File: config.mk
export PLATFORM = sky130hd
export DESIGN_NAME = dews_queue
export DESIGN_NICKNAME = d
export VERILOG_FILES = /design/src/hw/rtl/dews_pkg.sv /design/src/hw/rtl/dews_queue.sv
export SDC_FILE = /design/constraint.sdc
export NUM_CORES = 1
export LEC_CHECK = 0
export BUFFER_PORTS_ARGS = -buffer_cell sky130_fd_sc_hd__buf_2
export CAP_MARGIN = 20
export CORE_UTILIZATION = 30
export DETAILED_ROUTE_END_ITERATION = 10
export GPL_TIMING_DRIVEN = 0
export PLACE_DENSITY = 0.54
export SYNTH_ARGS = -nofsm -noshare
export SYNTH_HDL_FRONTEND = slang
export SYNTH_SLANG_ARGS = --single-unit
File: constraint.sdc
create_clock -name clk -period 2.26 [get_ports clk]
set_input_delay 0.452 -clock clk [delete_from_list [all_inputs] [get_ports clk]]
set_output_delay 0.452 -clock clk [all_outputs]
set_load 0.02 [all_outputs]
File: src/hw/rtl/dews_pkg.sv
`timescale 1ns / 1ps
// ----------------------------------------------------------------------------
// dews_pkg
// Shared constants, types and helpers for the diffusion edge-weight stencil.
// ----------------------------------------------------------------------------
package dews_pkg;

  localparam int FRAC_BITS  = 16;
  localparam int COND_W     = FRAC_BITS + 1;
  localparam int WGT_W      = COND_W + 1;
  localparam int PIX_W      = 8;
  localparam int ROWS_REG_W = 11;
  localparam int COLS_REG_W = 12;
  localparam int K_W        = 16;
  localparam int CFG_W      = 16;
  localparam int CFG_IDX_W  = 2;
  localparam int GRAD_W     = 11;
  localparam int SQ_W       = 21;
  localparam int DEN_W      = 22;
  localparam int REM_W      = 23;
  localparam int QDEPTH     = 4;
  localparam int IN_DATA_W  = 8;
  localparam int OUT_DATA_W = 96;
  localparam int NREADS     = 5;

  localparam int DEF_MAX_COLS = 2048;
  localparam int DEF_MAX_ROWS = 1024;

  localparam logic [ROWS_REG_W-1:0] ROWS_RESET = 11'd1024;
  localparam logic [COLS_REG_W-1:0] COLS_RESET = 12'd2048;
  localparam logic [K_W-1:0]        K_RESET    = 16'd100;

  localparam logic [CFG_IDX_W-1:0] REG_ROWS = 2'd0;
  localparam logic [CFG_IDX_W-1:0] REG_COLS = 2'd1;
  localparam logic [CFG_IDX_W-1:0] REG_KSQ  = 2'd2;

  localparam logic OP_PIXEL = 1'b0;
  localparam logic OP_FLUSH = 1'b1;

  // Work for one item, decided by the front end.
  typedef struct packed {
    logic             wr;
    logic             cond_do;
    logic             outp;
    logic             has_n;
    logic             has_s;
    logic             has_w;
    logic             has_e;
    logic             int_c;
    logic             int_n;
    logic             int_s;
    logic             int_w;
    logic             int_e;
    logic             last;
    logic [1:0]       in_slot;
    logic [1:0]       out_slot;
    logic [PIX_W-1:0] pix;
  } cmd_t;

  typedef struct packed {
    logic full;
    logic empty;
  } qstat_t;

  // Row slots of the three-row line stores count modulo three.
  function automatic logic [1:0] slot_inc(input logic [1:0] s);
    return (s == 2'd2) ? 2'd0 : s + 2'd1;
  endfunction

  function automatic logic [1:0] slot_dec(input logic [1:0] s);
    return (s == 2'd0) ? 2'd2 : s - 2'd1;
  endfunction

endpackage

File: src/hw/rtl/dews_queue.sv
`timescale 1ns / 1ps
// ----------------------------------------------------------------------------
// dews_queue
// Short first-in first-out queue between the front end and the back end.
// ----------------------------------------------------------------------------
module dews_queue import dews_pkg::*; #(
  parameter int WIDTH = 8,
  parameter int DEPTH = QDEPTH,
  localparam int PTR_W = $clog2(DEPTH),
  localparam int CNT_W = $clog2(DEPTH + 1)
) (
  input  logic             clk,
  input  logic             rst,
  input  logic             push,
  input  logic [WIDTH-1:0] din,
  input  logic             pop,
  output logic [WIDTH-1:0] dout,
  output qstat_t           qstat
);

  logic [WIDTH-1:0] slots [DEPTH];
  logic [PTR_W-1:0] wr_ptr, rd_ptr;
  logic [CNT_W-1:0] count;

  assign dout        = slots[rd_ptr];
  assign qstat.full  = count == CNT_W'(DEPTH);
  assign qstat.empty = count == '0;

  always_ff @(posedge clk) begin
    if (push) begin
      slots[wr_ptr] <= din;
    end
  end

  always_ff @(posedge clk) begin
    if (rst) begin
      wr_ptr <= '0;
      rd_ptr <= '0;
      count  <= '0;
    end else begin
      if (push) begin
        wr_ptr <= (wr_ptr == PTR_W'(DEPTH - 1)) ? '0 : wr_ptr + PTR_W'(1);
      end
      if (pop) begin
        rd_ptr <= (rd_ptr == PTR_W'(DEPTH - 1)) ? '0 : rd_ptr + PTR_W'(1);
      end
      if (push && !pop) begin
        count <= count + CNT_W'(1);
      end else if (pop && !push) begin
        count <= count - CNT_W'(1);
      end
    end
  end

endmodule

* Word-level counts from Yosys, hierarchy flattened
Memories as Yosys holds them, arrays and structs flattened. A register that Yosys moved wholly into a read port is not among the register bits. Cells that the tools add are included.
Word-level totals: memories 1, bits of input ports 12, flip-flop bits (word level) 7, bits in writable memories 32
Cells by class: reductions and logical operators 6, multiplexer cells 8, add/sub/neg operators 4, equal/unequal tests 3
Memory list:
- slots | depth 4, width 8, rd ports 1, clocked after memory_dff 1, write ports 1, RTL line dews_queue.sv:21 | logic [WIDTH-1:0] slots [DEPTH];
Operators by type and width (number):
- two-way mux 2 bit | 4
- two-way mux 3 bit | 2
- adder 2 x 1 -> 2 bit, second input constant | 2
- equality test 2 bit, second input constant | 2
- adder 3 x 1 -> 3 bit, second input constant | 1
- equality test 3 bit, second input constant | 1
- zero test 3 bit | 1
- subtractor 3 x 1 -> 3 bit, second input constant | 1
- logical AND 1 bit | 2
- zero test 1 bit | 2
- two-way mux 1 bit | 2
- nonzero test 2 bit | 1

* Depth between registers and ports, before layout
Gate-level depths: netlist (run 1).
word-level depth 4, depth in mapped cells 7, mapped depth without buffers 7

* Least setup slack after synthesis (run 1)
OpenSTA, ideal clock, no wires.
path type input to register, start point in pop, end point reg count[2], path buffers 0, stages on the path 7, arrival 1644 ps, slack 546 ps, setup time 70 ps, data required time 2190 ps, cells stage by stage inv_1 -> ha_1 -> inv_1 -> fa_1 -> xor2_1 -> or3_1 -> a21oi_1
Between the ends: longest elaborated chain between the ends 3
RTL lines:
- from (decl) | RTL line dews_queue.sv:16 | input logic pop,
- zero test 1 bit | RTL line dews_queue.sv:47 | if (push && !pop) begin
- logical AND 1 bit | RTL line dews_queue.sv:47
- two-way mux 3 bit or nonzero test 2 bit (tied branches)
- to (signal assigned) | RTL line dews_queue.sv:48 | count <= count + CNT_W'(1);
- to (signal assigned) | RTL line dews_queue.sv:50 | count <= count - CNT_W'(1);
- to (decl) | RTL line dews_queue.sv:23 | logic [CNT_W-1:0] count;
Parallel ways exist; a longest one is shown, timed or not. A chain may end at the register's enable or synchronous reset.

==> impl_metrics.env, run 1 <==
export IMPL_outcome="complete, no violations"
export IMPL_hpwl_um=1670
export IMPL_numPortBuffers=21
export IMPL_hold_violations=0
export IMPL_tritoncts_num_buffers=5
export IMPL_io_pins=22
export IMPL_synth_flop_cell="edfxtp_1"
export IMPL_drv_slew=0
export IMPL_track_usage=0.103
export IMPL_gp_congestion=0.648
export IMPL_syn_inst=86
export IMPL_wl_per_cell_um=13.0
export IMPL_synth_area_per_cell_um2=18.6
export IMPL_layout_min_cycle_time_ns=1.93
export IMPL_p_leak_uw=0.000688
export IMPL_reg2reg_slack_ns=0.77
export IMPL_synth_commonest_cells="edfxtp_1, dfxtp_1, mux4_2"
export IMPL_finalSetupTns_ns=0
export IMPL_max_freq_mhz=519
export IMPL_synth_nets=105
export IMPL_rsz0062_at_grt="no"
export IMPL_yosys_register_bits=41
export IMPL_powerDensity_nw_per_um2=820
export IMPL_stdcell_count=185
export IMPL_synth_warnings=0
export IMPL_r2r_end="count[2]$_SDFFE_PP0P_"
export IMPL_worstReg2RegStart="count[0]$_SDFFE_PP0P_"
export IMPL_cts_resized=0
export IMPL_ir_worst_vdd_mv=0.320
export IMPL_synthArstFlopShare=0
export IMPL_synth_area_top_cells="edfxtp_1, dfxtp_1, mux4_2"
export IMPL_drc=0
export IMPL_cts_root_buf="clkbuf_8"
export IMPL_gr_total_overflow=0
export IMPL_dieArea_um2=5620
export IMPL_dieWidth_um=75.0
export IMPL_r2r_cells=4
export IMPL_yosysTopAreaCell="edfxtp_1"
export IMPL_setup_viol=0
export IMPL_clk_pin_slew_worst_paths_ns=0.08
export IMPL_maxCapViolCount=0
export IMPL_core_area_um2=5110
export IMPL_rows=26
export IMPL_clk_insertion_delay_late_ns=0.29
export IMPL_die_h_um=75.0
export IMPL_diodes=0
export IMPL_wl_um=2410
export IMPL_clockBufferDepth=2
export IMPL_cp_max_fo=8
export IMPL_synth_edff_count=32
export IMPL_relSlewSlack=0.680
export IMPL_cts_hold_buffers=0
export IMPL_synth_top_area_frac=0.601
export IMPL_start_util=0.313
export IMPL_min_to="slots[2][4]$_DFFE_PP_"
export IMPL_post_route_period_util=0.853
export IMPL_drive_gt1_frac=0.322
export IMPL_worstPathRequired_ns=1.81
export IMPL_hp_class="in -> reg"
export IMPL_hold_path_depth=1
export IMPL_drtIter0Drc=27
export IMPL_skew_ns=0.00371
export IMPL_yosysSeqAreaShare=0.714
export IMPL_cts_tree="yes"
export IMPL_firstDrtPassIters=2
export IMPL_cts_sinks=41
export IMPL_worstMarginPinSlew_ns=0.480
export IMPL_htree_levels=2
export IMPL_synth_area_um2=1600
export IMPL_min_from="din[4]"
export IMPL_worst_setup_path_end_kind="output pin"
export IMPL_place_inst=177
export IMPL_grt_start_max_net_pins=14
export IMPL_ys_types=17
export IMPL_post_cts_setup_buffers=0
export IMPL_critPathKind="reg -> out"
export IMPL_drtAntennaViolNets=0
export IMPL_grt_pass1_wl_um=3970
export IMPL_area_growth_pct=17.4
export IMPL_crit_arrival_ns=1.48
export IMPL_avgViaCountPerCell=4.41
export IMPL_yosysMostFrequentCell="edfxtp_1"
export IMPL_vias=816
export IMPL_start_kind="register"
export IMPL_fin_nets=133
export IMPL_first_global_vias=868
export IMPL_grt_antenna_before_repair=0
==> stage by stage <==
stage	hold WS, ns	util	setup slack [ns]	cell area (um^2)	power (uW)
after CTS	0.364	0.367	0.306	1880	1560
after floorplan	0.460	-	0.546	1600	1030
after global placement	0.478	0.351	0.357	1790	1090
after detailed placement	0.510	0.351	0.281	1790	1100
final	0.370	0.367	0.332	1880	1540
after global routing	0.356	0.367	0.239	1880	1620
==> worst max-delay path by stage <==
stage | start | endpoint | slack [ns] | cells after the start
floorplan | pop | count[2]$_SDFFE_PP0P_ | 0.55 | 7
detailed placement | pop | count[2]$_SDFFE_PP0P_ | 0.28 | 8
global placement | pop | count[2]$_SDFFE_PP0P_ | 0.36 | 8
global route | register | dout[4] | 0.24 | 3
finish | register | dout[2] | 0.33 | 3
CTS | register | dout[6] | 0.31 | 3
==> state kept, by name, summed over array words and instances (netlist names), named ones only <==
name and flops:
slots 32, rd_ptr 2, count 3, wr_ptr 2
==> cells by family after synthesis <==
family	Yosys count	synth area share
DFF	41	0.714
and+or+nand+nor	15	0.0485
muxes	12	0.138
adders and majority gates	7	0.0595
buffers and inverters	6	0.0196
AOI/OAI and AO/OA	3	0.00939
xor gates and xnor gates	2	0.0110
==> final cells by class <==
cell class	count	area, um^2
plain buffers	2	16.3
multi-input cells	39	425
clock buffers	5	68.8
clock inverters	3	16.3
flip-flops and latches	41	1140
fillers	501	3230
well taps	70	87.6
inverters	4	15.0
repair buffers	21	105
==> report_power, final <==
part | switching, uW | leakage (uW) | internal, uW
Clock | 246 | 0.0000436 | 214
Sequential | 21.5 | 0.000368 | 857
Combinational | 113 | 0.000276 | 87.1
==> metal layers <==
| layer | vias to the layer above | GRT usage | part of all wire |
|---|---|---|---|
| li1 | 384 | - | - |
| met1 | 403 | 0.112 | 0.42 |
| met2 | 21 | 0.175 | 0.50 |
| met3 | 8 | 0.0361 | 0.057 |
| met4 | 0 | 0.0566 | 0.023 |
| met5 | - | 0 | 0 |
==> critical path: stages, from the launching register on <==
cell and delay, ns:
dfxtp_1 0.33, buf_6 0.16, mux4_2 0.51, buf_2 0.17
==> placed cells by master, fill, tap and decap left out <==
cell type   n
o21ai_0     1
edfxtp_1   32
ha_1        6
clkbuf_2    1
mux2i_1     4
buf_6       1
buf_2      21
inv_6       1
clkbuf_8    5
dfxtp_1     9
or3_1       1
nor2_1      7
inv_1       4
clkinv_1    2
xor2_1      2
and2_1      4
a21oi_1     2
fa_1        1
mux4_2      8
nor3_1      1
nor3b_1     2
(Power assumes the default switching activity.)
==> inputs of run 2 (changes only) <==
--- a/config.mk
+++ b/config.mk
@@ -9,7 +9,6 @@
 export CAP_MARGIN = 20
 export CORE_UTILIZATION = 30
 export DETAILED_ROUTE_END_ITERATION = 10
-export GPL_TIMING_DRIVEN = 0
 export PLACE_DENSITY = 0.54
 export SYNTH_ARGS = -nofsm -noshare
 export SYNTH_HDL_FRONTEND = slang
==> constraint.sdc (replaced) <==
create_clock -name clk -period 2.25 [get_ports clk]
set_input_delay 0.45 -clock clk [delete_from_list [all_inputs] [get_ports clk]]
set_output_delay 0.45 -clock clk [all_outputs]
set_load 0.005 [all_outputs]
==> impl_metrics.env, run 2 (synthesis gave the netlist of run 1 again) <==
export IMPL_maxCapViolCount=0
export IMPL_critPathKind="reg -> out"
export IMPL_drtIter0Drc=54
export IMPL_cts_tree="yes"
export IMPL_layout_min_cycle_time_ns=1.92
export IMPL_hp_class="in -> reg"
export IMPL_post_cts_setup_buffers=0
export IMPL_switchingPower_uw=347
export IMPL_cp_max_fo=8
export IMPL_path_delay_family="multiplexers"
export IMPL_power_share_sequential=0.589
export IMPL_htree_levels=2
export IMPL_critPathMaxStageDelay_ns=0.53
export IMPL_fin_ws_ns=0.328
export IMPL_ir_worst_vdd_mv=0.344
export IMPL_vias=816
export IMPL_clk_insertion_delay_late_ns=0.29
export IMPL_fin_util=0.366
export IMPL_clockPowerShare=0.303
export IMPL_nFillCells=493
export IMPL_drv_slew=0
export IMPL_hpwl_um=1760
export IMPL_worstPathRequired_ns=1.80
export IMPL_top_regs="slots: 32 flops, count: 3 flops"
export IMPL_stdcell_count=184
export IMPL_cts_sinks=41
export IMPL_cpMaxStageDelayCell="mux4_2"
export IMPL_setup_viol=0
export IMPL_grt_pass1_wl_um=4130
export IMPL_dieWidth_um=75.0
export IMPL_whs_ns=0.375
export IMPL_path_depth=3
export IMPL_max_freq_mhz=520
export IMPL_p_sw_frac=0.230
export IMPL_final_cell_mix="edfxtp_1, buf_2, dfxtp_1"
export IMPL_clockBufferDepth=2
export IMPL_grt_start_max_net_pins=14
export IMPL_hold_path_depth=1
export IMPL_core_area_um2=5110
export IMPL_hold_violations=0
export IMPL_tritoncts_num_buffers=5
export IMPL_intPower_uw=1160
export IMPL_outcome="complete, no violations"
export IMPL_gp_congestion=0.678
export IMPL_cts_root_buf="clkbuf_8"
export IMPL_first_global_vias=855
export IMPL_dieArea_um2=5620
export IMPL_diodes=0
export IMPL_p_leak_uw=0.000683
export IMPL_layout_commonest_cell="edfxtp_1"
export IMPL_cp_cell_sequence="buf_4 -> mux4_2 -> buf_2"
export IMPL_crit_arrival_ns=1.47
export IMPL_gr_total_overflow=0
export IMPL_cts_resized=0
export IMPL_track_usage=0.106
export IMPL_wl_per_cell_um=13.6
export IMPL_io_pins=22
export IMPL_fin_nets=132
export IMPL_cp_num_buf_inv=2
export IMPL_powerDensity_nw_per_um2=807
export IMPL_firstDrtPassIters=4
export IMPL_largest_reg_flops=32
export IMPL_cts_hold_buffers=0
export IMPL_post_route_period_util=0.854
export IMPL_place_inst=176
export IMPL_die_h_um=75.0
export IMPL_skew_ns=0.00345
export IMPL_rows=26
export IMPL_wl_um=2510
export IMPL_start_util=0.313
export IMPL_numPortBuffers=21
export IMPL_rsz0062_at_grt="no"
export IMPL_area_growth_pct=16.9
export IMPL_drtAntennaViolNets=0
export IMPL_r2r_cells=4
export IMPL_relSlewSlack=0.702
export IMPL_dp_slack_ns=0.289
export IMPL_grt_antenna_before_repair=0
export IMPL_worstMarginPinSlew_ns=0.447
export IMPL_worst_setup_path_end_kind="output pin"
export IMPL_combPwrFrac=0.108
export IMPL_start_kind="register"
export IMPL_avgViaCountPerCell=4.43
export IMPL_drive_gt1_frac=0.333
export IMPL_clk_pin_slew_worst_paths_ns=0.08
export IMPL_drc=0
export IMPL_regMostFlops="slots"
export IMPL_finalSetupTns_ns=0
-- run 2: changes by cell type in the layout (fill, tap and decap cells not counted) --
| cell | previous run | this run |
|---|---|---|
| clkinv_1 | 2 | 0 |
| clkinv_2 | 0 | 2 |
| clkbuf_2 | 1 | 0 |
| buf_6 | 1 | 0 |
| clkinvlp_4 | 0 | 1 |
| buf_4 | 0 | 1 |
| inv_6 | 1 | 0 |
-- run 2: layout make-up --
class | instances | area (um^2) | share of cell area
Inverter | 4 | 15.0 | 0.00804
Tap cell | 70 | 87.6 | 0.0469
Clock buffer | 5 | 68.8 | 0.0368
Timing Repair Buffer | 22 | 113 | 0.0603
Sequential cell | 41 | 1140 | 0.611
Clock inverter | 3 | 17.5 | 0.00938
Multi-Input combinational cell | 39 | 425 | 0.228
-- run 2: metal layers --
metal / vias up / wire length (um) / global-route usage
li1: 377 / - / -
met1: 412 / 1040 / 0.120
met2: 20 / 1310 / 0.185
met3: 7 / 111 / 0.0335
met4: 0 / 39 / 0.0440
met5: - / 0 / 0
-- run 2: power by group through the flow --
| stage | clock, uW | combinational [uW] | sequential, uW |
|---|---|---|---|
| floorplan | 0 | 107 | 895 |
| global placement | 0 | 160 | 902 |
| detailed placement | 0 | 167 | 905 |
| CTS | 473 | 169 | 888 |
| global route | 509 | 189 | 893 |
| finish | 457 | 163 | 887 |
-- run 2: path summary, 6_finish.rpt --
path                                             from  slack, ns                     to
worst max register to register  count[0]$_SDFFE_PP0P_       0.79  count[2]$_SDFFE_PP0P_
worst min-delay path                           din[7]       0.38  slots[1][7]$_DFFE_PP_
worst max-delay path                         register       0.33                dout[5]
worst min register to register  count[2]$_SDFFE_PP0P_       0.54  count[2]$_SDFFE_PP0P_
-- run 2: per-stage QoR --
step	power (uW)	instance area (um^2)
after floorplan	1000	1600
after global placement	1060	1780
after detailed placement	1070	1780
after CTS	1530	1870
after global routing	1590	1870
final	1510	1870
