**src/hw/rtl/dews_pkg.sv**
```systemverilog
`timescale 1ns / 1ps
// ----------------------------------------------------------------------------
// dews_pkg
// Shared constants, types and helpers for the diffusion edge-weight stencil.
// ----------------------------------------------------------------------------
package dews_pkg;

  localparam int FRAC_BITS  = 16;
  localparam int COND_W     = FRAC_BITS + 1;
  localparam int WGT_W      = COND_W + 1;
  localparam int PIX_W      = 8;
  localparam int ROWS_REG_W = 11;
  localparam int COLS_REG_W = 12;
  localparam int K_W        = 16;
  localparam int CFG_W      = 16;
  localparam int CFG_IDX_W  = 2;
  localparam int GRAD_W     = 11;
  localparam int SQ_W       = 21;
  localparam int DEN_W      = 22;
  localparam int REM_W      = 23;
  localparam int QDEPTH     = 4;
  localparam int IN_DATA_W  = 8;
  localparam int OUT_DATA_W = 96;
  localparam int NREADS     = 5;

  localparam int DEF_MAX_COLS = 2048;
  localparam int DEF_MAX_ROWS = 1024;

  localparam logic [ROWS_REG_W-1:0] ROWS_RESET = 11'd1024;
  localparam logic [COLS_REG_W-1:0] COLS_RESET = 12'd2048;
  localparam logic [K_W-1:0]        K_RESET    = 16'd100;

  localparam logic [CFG_IDX_W-1:0] REG_ROWS = 2'd0;
  localparam logic [CFG_IDX_W-1:0] REG_COLS = 2'd1;
  localparam logic [CFG_IDX_W-1:0] REG_KSQ  = 2'd2;

  localparam logic OP_PIXEL = 1'b0;
  localparam logic OP_FLUSH = 1'b1;

  // Work for one item, decided by the front end.
  typedef struct packed {
    logic             wr;
    logic             cond_do;
    logic             outp;
    logic             has_n;
    logic             has_s;
    logic             has_w;
    logic             has_e;
    logic             int_c;
    logic             int_n;
    logic             int_s;
    logic             int_w;
    logic             int_e;
    logic             last;
    logic [1:0]       in_slot;
    logic [1:0]       out_slot;
    logic [PIX_W-1:0] pix;
  } cmd_t;

  typedef struct packed {
    logic full;
    logic empty;
  } qstat_t;

  // Row slots of the three-row line stores count modulo three.
  function automatic logic [1:0] slot_inc(input logic [1:0] s);
    return (s == 2'd2) ? 2'd0 : s + 2'd1;
  endfunction

  function automatic logic [1:0] slot_dec(input logic [1:0] s);
    return (s == 2'd0) ? 2'd2 : s - 2'd1;
  endfunction

endpackage

```
**src/hw/rtl/dews_front.sv**
```systemverilog
`timescale 1ns / 1ps
// ----------------------------------------------------------------------------
// dews_front
// Accepts items, tracks input and output raster positions, and queues work.
// ----------------------------------------------------------------------------
module dews_front import dews_pkg::*; #(
  parameter int MAX_COLS = DEF_MAX_COLS,
  parameter int MAX_ROWS = DEF_MAX_ROWS,
  localparam int ROW_W = $clog2(MAX_ROWS + 3),
  localparam int COL_W = $clog2(MAX_COLS + 1),
  localparam int CA_W  = $clog2(MAX_COLS)
) (
  input  logic             clk,
  input  logic             rst,
  input  logic             in_valid,
  output logic             in_ready,
  input  logic             in_op,
  input  logic [PIX_W-1:0] in_pix,
  input  logic [ROW_W-1:0] rows,
  input  logic [COL_W-1:0] cols,
  input  logic             restart,
  input  qstat_t           qstat,
  output logic             push,
  output cmd_t             cmd,
  output logic [CA_W-1:0]  cmd_in_col,
  output logic [CA_W-1:0]  cmd_out_col
);

  logic [ROW_W-1:0] in_row, out_row;
  logic [COL_W-1:0] in_col, out_col;
  logic [1:0]       in_slot, out_slot;
  logic             phase_in, phase_out, drop, accept;
  logic             rin_c, rin_n, rin_s, cin_c, cin_w, cin_e;

  assign in_ready  = !qstat.full;
  assign accept    = in_valid && in_ready;
  assign phase_in  = in_row < rows;
  // The first result is due once two rows and one pixel have gone in.
  assign phase_out = (in_row > ROW_W'(2)) || ((in_row == ROW_W'(2)) && (in_col != '0));
  assign drop      = phase_in && (in_op == OP_FLUSH);
  assign push      = accept && !drop;

  assign rin_c = (out_row >= ROW_W'(1)) && (out_row <= rows - ROW_W'(2));
  assign rin_n = (out_row >= ROW_W'(2)) && (out_row <= rows - ROW_W'(1));
  assign rin_s = out_row <= rows - ROW_W'(3);
  assign cin_c = (out_col >= COL_W'(1)) && (out_col <= cols - COL_W'(2));
  assign cin_w = (out_col >= COL_W'(2)) && (out_col <= cols - COL_W'(1));
  assign cin_e = out_col <= cols - COL_W'(3);

  always_comb begin
    cmd.wr       = phase_in;
    cmd.cond_do  = phase_in && (in_row >= ROW_W'(2)) && (in_col >= COL_W'(2));
    cmd.outp     = phase_out;
    cmd.has_n    = out_row != '0;
    cmd.has_s    = out_row < rows - ROW_W'(1);
    cmd.has_w    = out_col != '0;
    cmd.has_e    = out_col < cols - COL_W'(1);
    cmd.int_c    = rin_c && cin_c;
    cmd.int_n    = rin_n && cin_c;
    cmd.int_s    = rin_s && cin_c;
    cmd.int_w    = rin_c && cin_w;
    cmd.int_e    = rin_c && cin_e;
    cmd.last     = (out_row == rows - ROW_W'(1)) && (out_col == cols - COL_W'(1));
    cmd.in_slot  = in_slot;
    cmd.out_slot = out_slot;
    cmd.pix      = in_pix;
  end

  assign cmd_in_col  = in_col[CA_W-1:0];
  assign cmd_out_col = out_col[CA_W-1:0];

  always_ff @(posedge clk) begin
    if (rst || restart) begin
      in_row   <= '0;
      in_col   <= '0;
      in_slot  <= 2'd0;
      out_row  <= '0;
      out_col  <= '0;
      out_slot <= 2'd0;
    end else if (push) begin
      if (in_col == cols - COL_W'(1)) begin
        in_col  <= '0;
        in_row  <= in_row + ROW_W'(1);
        in_slot <= slot_inc(in_slot);
      end else begin
        in_col <= in_col + COL_W'(1);
      end
      if (phase_out) begin
        if (cmd.last) begin
          // End of frame: the next item starts a fresh raster.
          in_row   <= '0;
          in_col   <= '0;
          in_slot  <= 2'd0;
          out_row  <= '0;
          out_col  <= '0;
          out_slot <= 2'd0;
        end else if (out_col == cols - COL_W'(1)) begin
          out_col  <= '0;
          out_row  <= out_row + ROW_W'(1);
          out_slot <= slot_inc(out_slot);
        end else begin
          out_col <= out_col + COL_W'(1);
        end
      end
    end
  end

endmodule

```
**config.mk**
```make
export PLATFORM = sky130hd
export DESIGN_NAME = dews_front
export DESIGN_NICKNAME = d
export VERILOG_FILES = /design/src/hw/rtl/dews_pkg.sv /design/src/hw/rtl/dews_front.sv
export SDC_FILE = /design/constraint.sdc
export NUM_CORES = 1
export LEC_CHECK = 0
export BUFFER_PORTS_ARGS = -buffer_cell sky130_fd_sc_hd__buf_2
export CORE_AREA = 2 2 109 111
export CTS_CLUSTER_SIZE = 30
export DETAILED_ROUTE_END_ITERATION = 10
export DIE_AREA = 0 0 111 113
export GPL_ROUTABILITY_DRIVEN = 0
export GPL_TIMING_DRIVEN = 0
export PLACE_DENSITY_LB_ADDON = 0.05
export SKIP_LAST_GASP = 1
export SLEW_MARGIN = 20
export SYNTH_ARGS = -nofsm -noshare
export SYNTH_HDL_FRONTEND = slang
export SYNTH_SLANG_ARGS = --single-unit
export TNS_END_PERCENT = 1
```
**constraint.sdc**
```tcl
create_clock -name clk -period 8.8 [get_ports clk]
set_input_delay 0.88 -clock clk [delete_from_list [all_inputs] [get_ports clk]]
set_output_delay 0.88 -clock clk [all_outputs]
set_load 0.01 [all_outputs]
```
==> Yosys cells after proc, flatten, opt, wreduce, memory -nomap -nowiden <==
Index checks and enable logic that the tools add are counted.
{ "word_totals": {"elab_cells": 83, "reg_bits": 50, "out_inout_bits": 49} }
{ "classes": {"eq_ne": 6, "n_reduce_logical": 26, "add_sub_neg": 12, "mux": 17, "magnitude_cmp": 16} }
{ "op_table": {"columns": ["op", "n"], "rows": [
  ["2-to-1 mux 12 bit", 5],
  ["2-to-1 mux 11 bit", 5],
  ["less-or-equal comparator 12 bit", 3],
  ["less-or-equal comparator 11 bit", 3],
  ["adder 12 x 1 -> 12 bit, second input constant", 2],
  ["equality test 12 bit", 2],
  [">= comparator 12 x 2 -> 1 bit, second input constant", 2],
  ["nonzero test 12 bit", 2],
  ["subtractor 12 x 2 -> 12 bit, second input constant", 2],
  ["adder 11 x 1 -> 11 bit, second input constant", 2],
  [">= comparator 11 x 2 -> 1 bit, second input constant", 2],
  ["less-than comparator 11 bit", 2],
  ["subtractor 11 x 2 -> 11 bit, second input constant", 2],
  ["logical AND 1 bit", 16],
  ["2-to-1 mux 2 bit", 7],
  [">= comparator 12 x 1 -> 1 bit, second input constant", 1],
  ["less-than comparator 12 bit", 1],
  ["subtractor 12 x 1 -> 12 bit, second input constant", 1],
  ["equality test 11 bit", 1],
  ["equality test 11 x 2 -> 1 bit, second input constant", 1],
  [">= comparator 11 x 1 -> 1 bit, second input constant", 1],
  ["greater-than comparator 11 x 2 -> 1 bit, second input constant", 1],
  ["nonzero test 11 bit", 1],
  ["subtractor 11 x 1 -> 11 bit, second input constant", 1],
  ["other kinds (7)", 11]
]} }

==> Logic depth before layout (Yosys ltp) <==
Gate-level depths: netlist (run 1).
{ "depth": {"word_depth": 5, "mapped_depth": 15} }

==> Least setup slack after synthesis (run 1) <==
Ideal clock, no wire load.
{ "synth_path": {"kind": "input port to flip-flop", "start": "input cols[6]", "end": "register in_col[10]", "n_path_buf": 2, "cell_stages": 13, "setup_slack_ps": 4463, "setup_ps": 117, "arrival_ps": 4220, "cell_sequence": "buf_4 > or4_1 > or3_1 > xor2_1 > ha_1 > nand3_1 > or4_1 > nor4_1 > nand2_1 > o21ai_0 > or2_2 > buf_2 > nor2_1"} }
{ "synth_rtl": {"columns": ["element", "line", "source"], "rows": [
  ["start: declaration", "dews_front.sv:20", "input logic [COL_W-1:0] cols,"],
  ["end signal: assignment", "dews_front.sv:86", "in_col <= in_col + COL_W'(1);"],
  ["end: declaration", "dews_front.sv:30", "logic [COL_W-1:0] in_col, out_col;"]
]} }

==> metrics, run 1 <==
CP top delay family compound AO/OA/AOI/OAI gates; Crit path largest cell delay 0.54 ns; Area growth syn-to-layout 11.37%; P_sw 0.1543 mW; min Tclk post-route 5.112 ns; sequential share of power 40.5%; Port Buffers 64; area of the multi-input gates 4377 sq um; worst-path fanout max 8; Synth top area share 20.82%; clock power share 40.0%; CP Cell Sequence buf_2 -> inv_1 -> ha_1 -> nor3b_1 -> xnor2_1 -> ha_1 -> a21o_1 -> a21oi_1 -> nor2b_1 -> o21ai_0 -> nand2b_1 -> a221oi_1 -> o221ai_1 -> nor3_1 -> buf_2; worst rel slew slack 21.62%; CTS Buf Count 5; # nets final 946; post-synthesis register bit count 50; top-count cell post-synth ha_1; crit path capture type output port; share of layout cells above drive strength 1 15.91%; Setup crit start kind input pin; Max-Cap Viols 0; synth warn 0; Hold Vio Cnt, Final 0; DRC errors left 0; clk buf depth 2; CP arrival 4.23 ns; post-CTS resize count 0; number of routed nets with antenna violations 0; Post-synth ARST share 0%; crit share post-route 58.09%; antenna cells 0; worst slew pin tran 1.146 ns; mapped cell area 5888 sq um; Vias per Instance 5.682; leading area contributor after synthesis ha_1; Post-DP HPWL 12440 um; Max Clk Rate 195.6 MHz; syn_nets 875; H-tree Lvls 2; Worst-path clk slew 0.06 ns; maximum VDD drop 0.00006003 V; status completed; Clk Latency, worst-skew pair 0.30 ns; # IOs 87; cts hold-fix bufs 0; library cells used by synthesis 62; antenna violations before repair 0; Leak 2.916 nW; Post-CTS Setup Bufs 0; die width 111 um; Worst Path Required 7.92 ns; core area 11270 sq um; setup TNS 0 ns; Int Pwr 0.4054 mW; P per Cell Area 85.34 nW/um^2; clk sinks 50; unrepaired setup endpoints after global routing no; Slew Limit Fails 0; drt first pass iters 6; non-filler cells, final 954; syn_area_per_cell 7.968 sq um; EDFF count, synth 0; top cells by area, synth ha_1, dfxtp_1, xnor2_1; initial DRC count 264; Hold Crit Class reg -> reg; post-layout util 58.18%; Die Ht 113 um; first-pass GRT wire length 25740 um; vias 5421; Inst Count DP 946; grt total ovfl 0; Synth Flop Type dfxtp_1; Seq. cell area 1001 sq um; Setup CP Type in -> out; Post-Syn Instances 739; Root Driver clkbuf_16; most frequent cells after synthesis ha_1, xnor2_1, nor2_1, dfxtp_1, nand2_1; row count 39; Routed WL 15430 um; Total GRT Usage 24.86%; vias in the first global route 5356; Comb power frac 19.5%; Die ar. 12540 sq um; Bufs and invs on worst path 3; CTS tree built; largest net degree at the start of global routing 17; Fillers 1071; Starting Density 52.24%; slowest stage cell, crit path nor3b_1; register area share after synthesis 17.00%; switch share 27.57%; skew final 0.007542 ns; post-detailed-route wirelength per cell 16.17 um; final setup fails 0
## sequential cells by signal, indices dropped and copies added (netlist names)
register and cells:
out_col 12, out_row 11, in_col 12, in_row 11, in_slot 2, out_slot 2
## metrics by stage
step	total power, mW	area, sq um	hold slack (ns)	setup slack, ns
after floorplan	0.3098	5888	0.4954	4.463
after global routing	0.5837	6558	0.5112	3.470
after global placement	0.3372	6387	0.4591	3.790
after CTS	0.5614	6558	0.4884	3.741
after detailed placement	0.3402	6387	0.4810	3.705
final	0.5596	6558	0.4866	3.688
## path summary, 6_finish.rpt
| path | startpoint | to | slack [ns] | cells past startpoint |
|---|---|---|---|---|
| min | out_slot[1] | out_slot[1] | 0.49 | 2 |
| max reg2reg | out_col[0] | out_row[10] | 5.32 | 8 |
| min reg2reg | out_slot[1] | out_slot[1] | 0.49 | 2 |
| max | cols[1] | cmd[16] | 3.69 | 15 |
## kinds of logic (layout without fill, tap and decap cells)
logic type / Yosys count / in the layout / synth area share (%)
and+or+nand+nor: 292 / 292 / 27.05
AOI/OAI and AO/OA: 106 / 106 / 11.35
adders and majority gates: 98 / 98 / 20.82
xor gates and xnor gates: 98 / 98 / 14.94
buffers and inverters: 94 / 166 / 8.670
DFF: 50 / 50 / 17.00
muxes: 1 / 1 / 0.1700
## layout by cell type, fill, tap and decap left out, drive strengths merged, types with 3 or more instances in the layout
| master | count |
|---|---|
| buf | 106 |
| ha | 98 |
| xnor2 | 68 |
| nor2 | 66 |
| nand2 | 50 |
| dfxtp | 50 |
| a21oi | 37 |
| nand3 | 33 |
| inv | 33 |
| xor2 | 29 |
| nor3 | 27 |
| nand4 | 23 |
| nor4 | 23 |
| clkbuf | 22 |
| o21ai | 20 |
| nor2b | 15 |
| a21o | 12 |
| and3 | 11 |
| o21a | 11 |
| and2 | 7 |
| nand2b | 6 |
| or3 | 6 |
| or4 | 6 |
| and4 | 4 |
| a211oi | 4 |
| o22ai | 3 |
| a2111oi | 3 |
| nor3b | 3 |
| nor4b | 3 |
## metal layers
layer,part of all wire (%),wire length [um],vias to the layer above,track usage [%]
met5,0,0,-,0
met4,2.7,424,0,9.833
met3,4.6,710,31,2.999
met2,50,7666,157,44.50
met1,43,6626,2505,30.51
li1,-,-,2728,-
## power groups by stage
| stage | logic [mW] | registers [mW] | clock network, mW |
|---|---|---|---|
| after detailed placement | 0.109 | 0.232 | 0 |
| after global placement | 0.105 | 0.232 | 0 |
| final | 0.109 | 0.226 | 0.224 |
| after CTS | 0.109 | 0.226 | 0.226 |
| after floorplan | 0.0782 | 0.232 | 0 |
| after global routing | 0.122 | 0.226 | 0.236 |
## tightest hold or removal path: stages, from the launching register on
cell and delay [ns]:
dfxtp_1 0.33, nand2_1 0.06, a21oi_1 0.05
## cell type report
type	instances	area share, %
multi-input combinational	595	66.74
clock inverter	3	0.6869
tap	143	2.728
inverter	35	2.003
buffer	59	5.781
clock buffer	5	1.908
timing repair buffer	64	4.885
sequential	50	15.26
No activity file was read; power rests on OpenSTA's default activity.
==> run 2, diff against run 1 <==
ABC_AREA = 1   (was default)
CORE_AREA = 2 2 114 116   (was 2 2 109 111)
DIE_AREA = 0 0 116 118   (was 0 0 111 113)
clock period = 5.08 ns   (was 8.8 ns; I/O delays follow)
==> run 2 against run 1 <==
  * First-iteration DRC count increased by 71%
  * Area after synthesis increased by 11%
  * Count of clock-buffer cells in the layout unchanged
  * Clock skew decreased by 0.0017 ns
  * Final cell count increased by 33%
  * Sequential share of layout area decreased by 1.5 points
  * Clock power increased by 75%
  * Sequential power increased by 73%
  * Largest power group unchanged
  * Critical path depth increased by 2
  * Routed wire length increased by 10%
==> metrics, run 2 <==
status completed; Hold Crit Class reg -> reg; Worst-path clk slew 0.07 ns; setup TNS 0 ns; die width 116 um; antenna cells 0; synth warn 0; row count 41; post-CTS resize count 0; # nets final 1230; CP arrival 3.47 ns; Hold Vio Cnt, Final 0; CTS Buf Count 5; Root Driver clkbuf_16; syn_nets 1150; post-detailed-route wirelength per cell 13.44 um; Port Buffers 73; min Tclk post-route 3.981 ns; Worst Path Required 4.57 ns; syn_area_per_cell 6.419 sq um; core area 12410 sq um; Area growth syn-to-layout 11.53%; worst rel slew slack 51.89%; Inst Count DP 1259; Post-DP HPWL 13900 um; register area share after synthesis 15.38%; CTS tree built; Total GRT Usage 25.67%; post-synthesis register bit count 50; H-tree Lvls 2; Die ar. 13690 sq um; antenna violations before repair 0; Max Clk Rate 251.2 MHz; P per Cell Area 137.1 nW/um^2; Post-synth ARST share 0%; Max-Cap Viols 0; maximum VDD drop 0.0001355 V; number of routed nets with antenna violations 0; grt total ovfl 0; EDFF count, synth 0; DRC errors left 0; skew final 0.005839 ns; drt first pass iters 5; Post-Syn Instances 1014; leading area contributor after synthesis ha_1; Synth top area share 18.84%; setup ws final 1.099 ns; clk sinks 50; Vias per Instance 5.099; Synth Flop Type dfxtp_1; final setup fails 0; first-pass GRT wire length 28520 um; Leak 3.619 nW; share of layout cells above drive strength 1 14.25%; # IOs 87; Starting Density 52.43%; Setup crit start kind input pin; Die Ht 118 um; worst-path fanout max 7; most common cell after layout, fill and taps aside nand2_1; Setup CP Type in -> out; DP Worst Slack 1.043 ns; largest net degree at the start of global routing 17; post-layout util 58.48%; non-filler cells, final 1267; unrepaired setup endpoints after global routing no; top cells by area, synth ha_1, dfxtp_1, nand2_1; mapped cell area 6509 sq um; Routed WL 17020 um; vias in the first global route 5929; worst slew pin tran 0.7161 ns; vias 6460; Post-CTS Setup Bufs 0; library cells used by synthesis 45; initial DRC count 451; cts hold-fix bufs 0; top-count cell post-synth nand2_1; Top Registers in_col (12), out_col (12); clk buf depth 2; Clk Latency, worst-skew pair 0.30 ns; Slew Limit Fails 0; crit path capture type output port; commonest non-fill, non-tap cells in the layout nand2_1, nor2_1, inv_1; most frequent cells after synthesis nand2_1, nor2_1, inv_1, ha_1, nand3_1; crit share post-route 78.36%
## run 2: cell count changes after synthesis, moves of 24 or more
cell | previous run | this run
nand2_1 | 50 | 215
nand3_1 | 33 | 74
inv_1 | 33 | 121
xnor2_1 | 67 | 6
xor2_1 | 29 | 56
nor2_1 | 65 | 140
a21oi_1 | 37 | 61
## run 2: report_power, final
group          switching (mW)  leakage (nW)  internal [mW]
Combinational           0.137          3.14         0.0741
Sequential           0.000421         0.403          0.392
Clock                   0.160        0.0760          0.232
## run 2: routing by layer
metal	part of all wire (%)	up-vias	global-route usage (%)
met2	44	171	40.31
met3	5.5	14	3.502
li1	-	3446	-
met4	0.85	0	3.943
met1	50	2829	37.87
met5	0	-	0
## run 2: area by class of cell
type / instances / area [sq um]
well taps: 172 / 215.2
repair buffers: 73 / 365.4
flip-flops and latches: 50 / 1001
multi-input cells: 788 / 4708
clock inverters: 3 / 45.04
plain buffers: 45 / 307.8
fillers: 1260 / 5155
inverters: 131 / 491.7
clock buffers: 5 / 125.1
## run 2: path summary, 6_finish.rpt
check	startpoint	end	slack, ns	cells after the start
max	cols[1]	cmd[14]	1.10	17
min	in_slot[0]	in_slot[0]	0.52	2
max reg2reg	out_row[0]	in_slot[0]	2.15	12
min reg2reg	in_slot[0]	in_slot[0]	0.52	2
## run 2: kinds of logic (layout without fill, tap and decap cells)
logic type	count (synthesis)	count (layout)	share of synthesized area [%]
compound gates	110	110	9.304
xor+xnor	62	62	8.343
buf+inv	176	257	12.28
flops	50	50	15.38
simple gates	518	518	35.85
fa+ha+maj	98	98	18.84
## run 2: critical path: stages
cell	delay, ns
buf_2	0.15
inv_1	0.14
ha_1	0.16
buf_4	0.14
inv_1	0.05
nor2_2	0.16
nand2_1	0.10
o21ai_1	0.17
nand2_1	0.13
ha_1	0.32
inv_1	0.06
nor3_1	0.36
nand3_1	0.40
inv_1	0.26
o21ai_0	0.12
nor2_1	0.11
buf_2	0.13
## run 2: through the flow
stage	hold slack [ns]	total power, mW	instance area, sq um
after floorplan	0.4982	0.5463	6509
after global placement	0.5122	0.6080	7089
after detailed placement	0.5126	0.6103	7089
after CTS	0.5242	1.004	7259
after global routing	0.5796	1.049	7259
final	0.5211	0.9954	7259
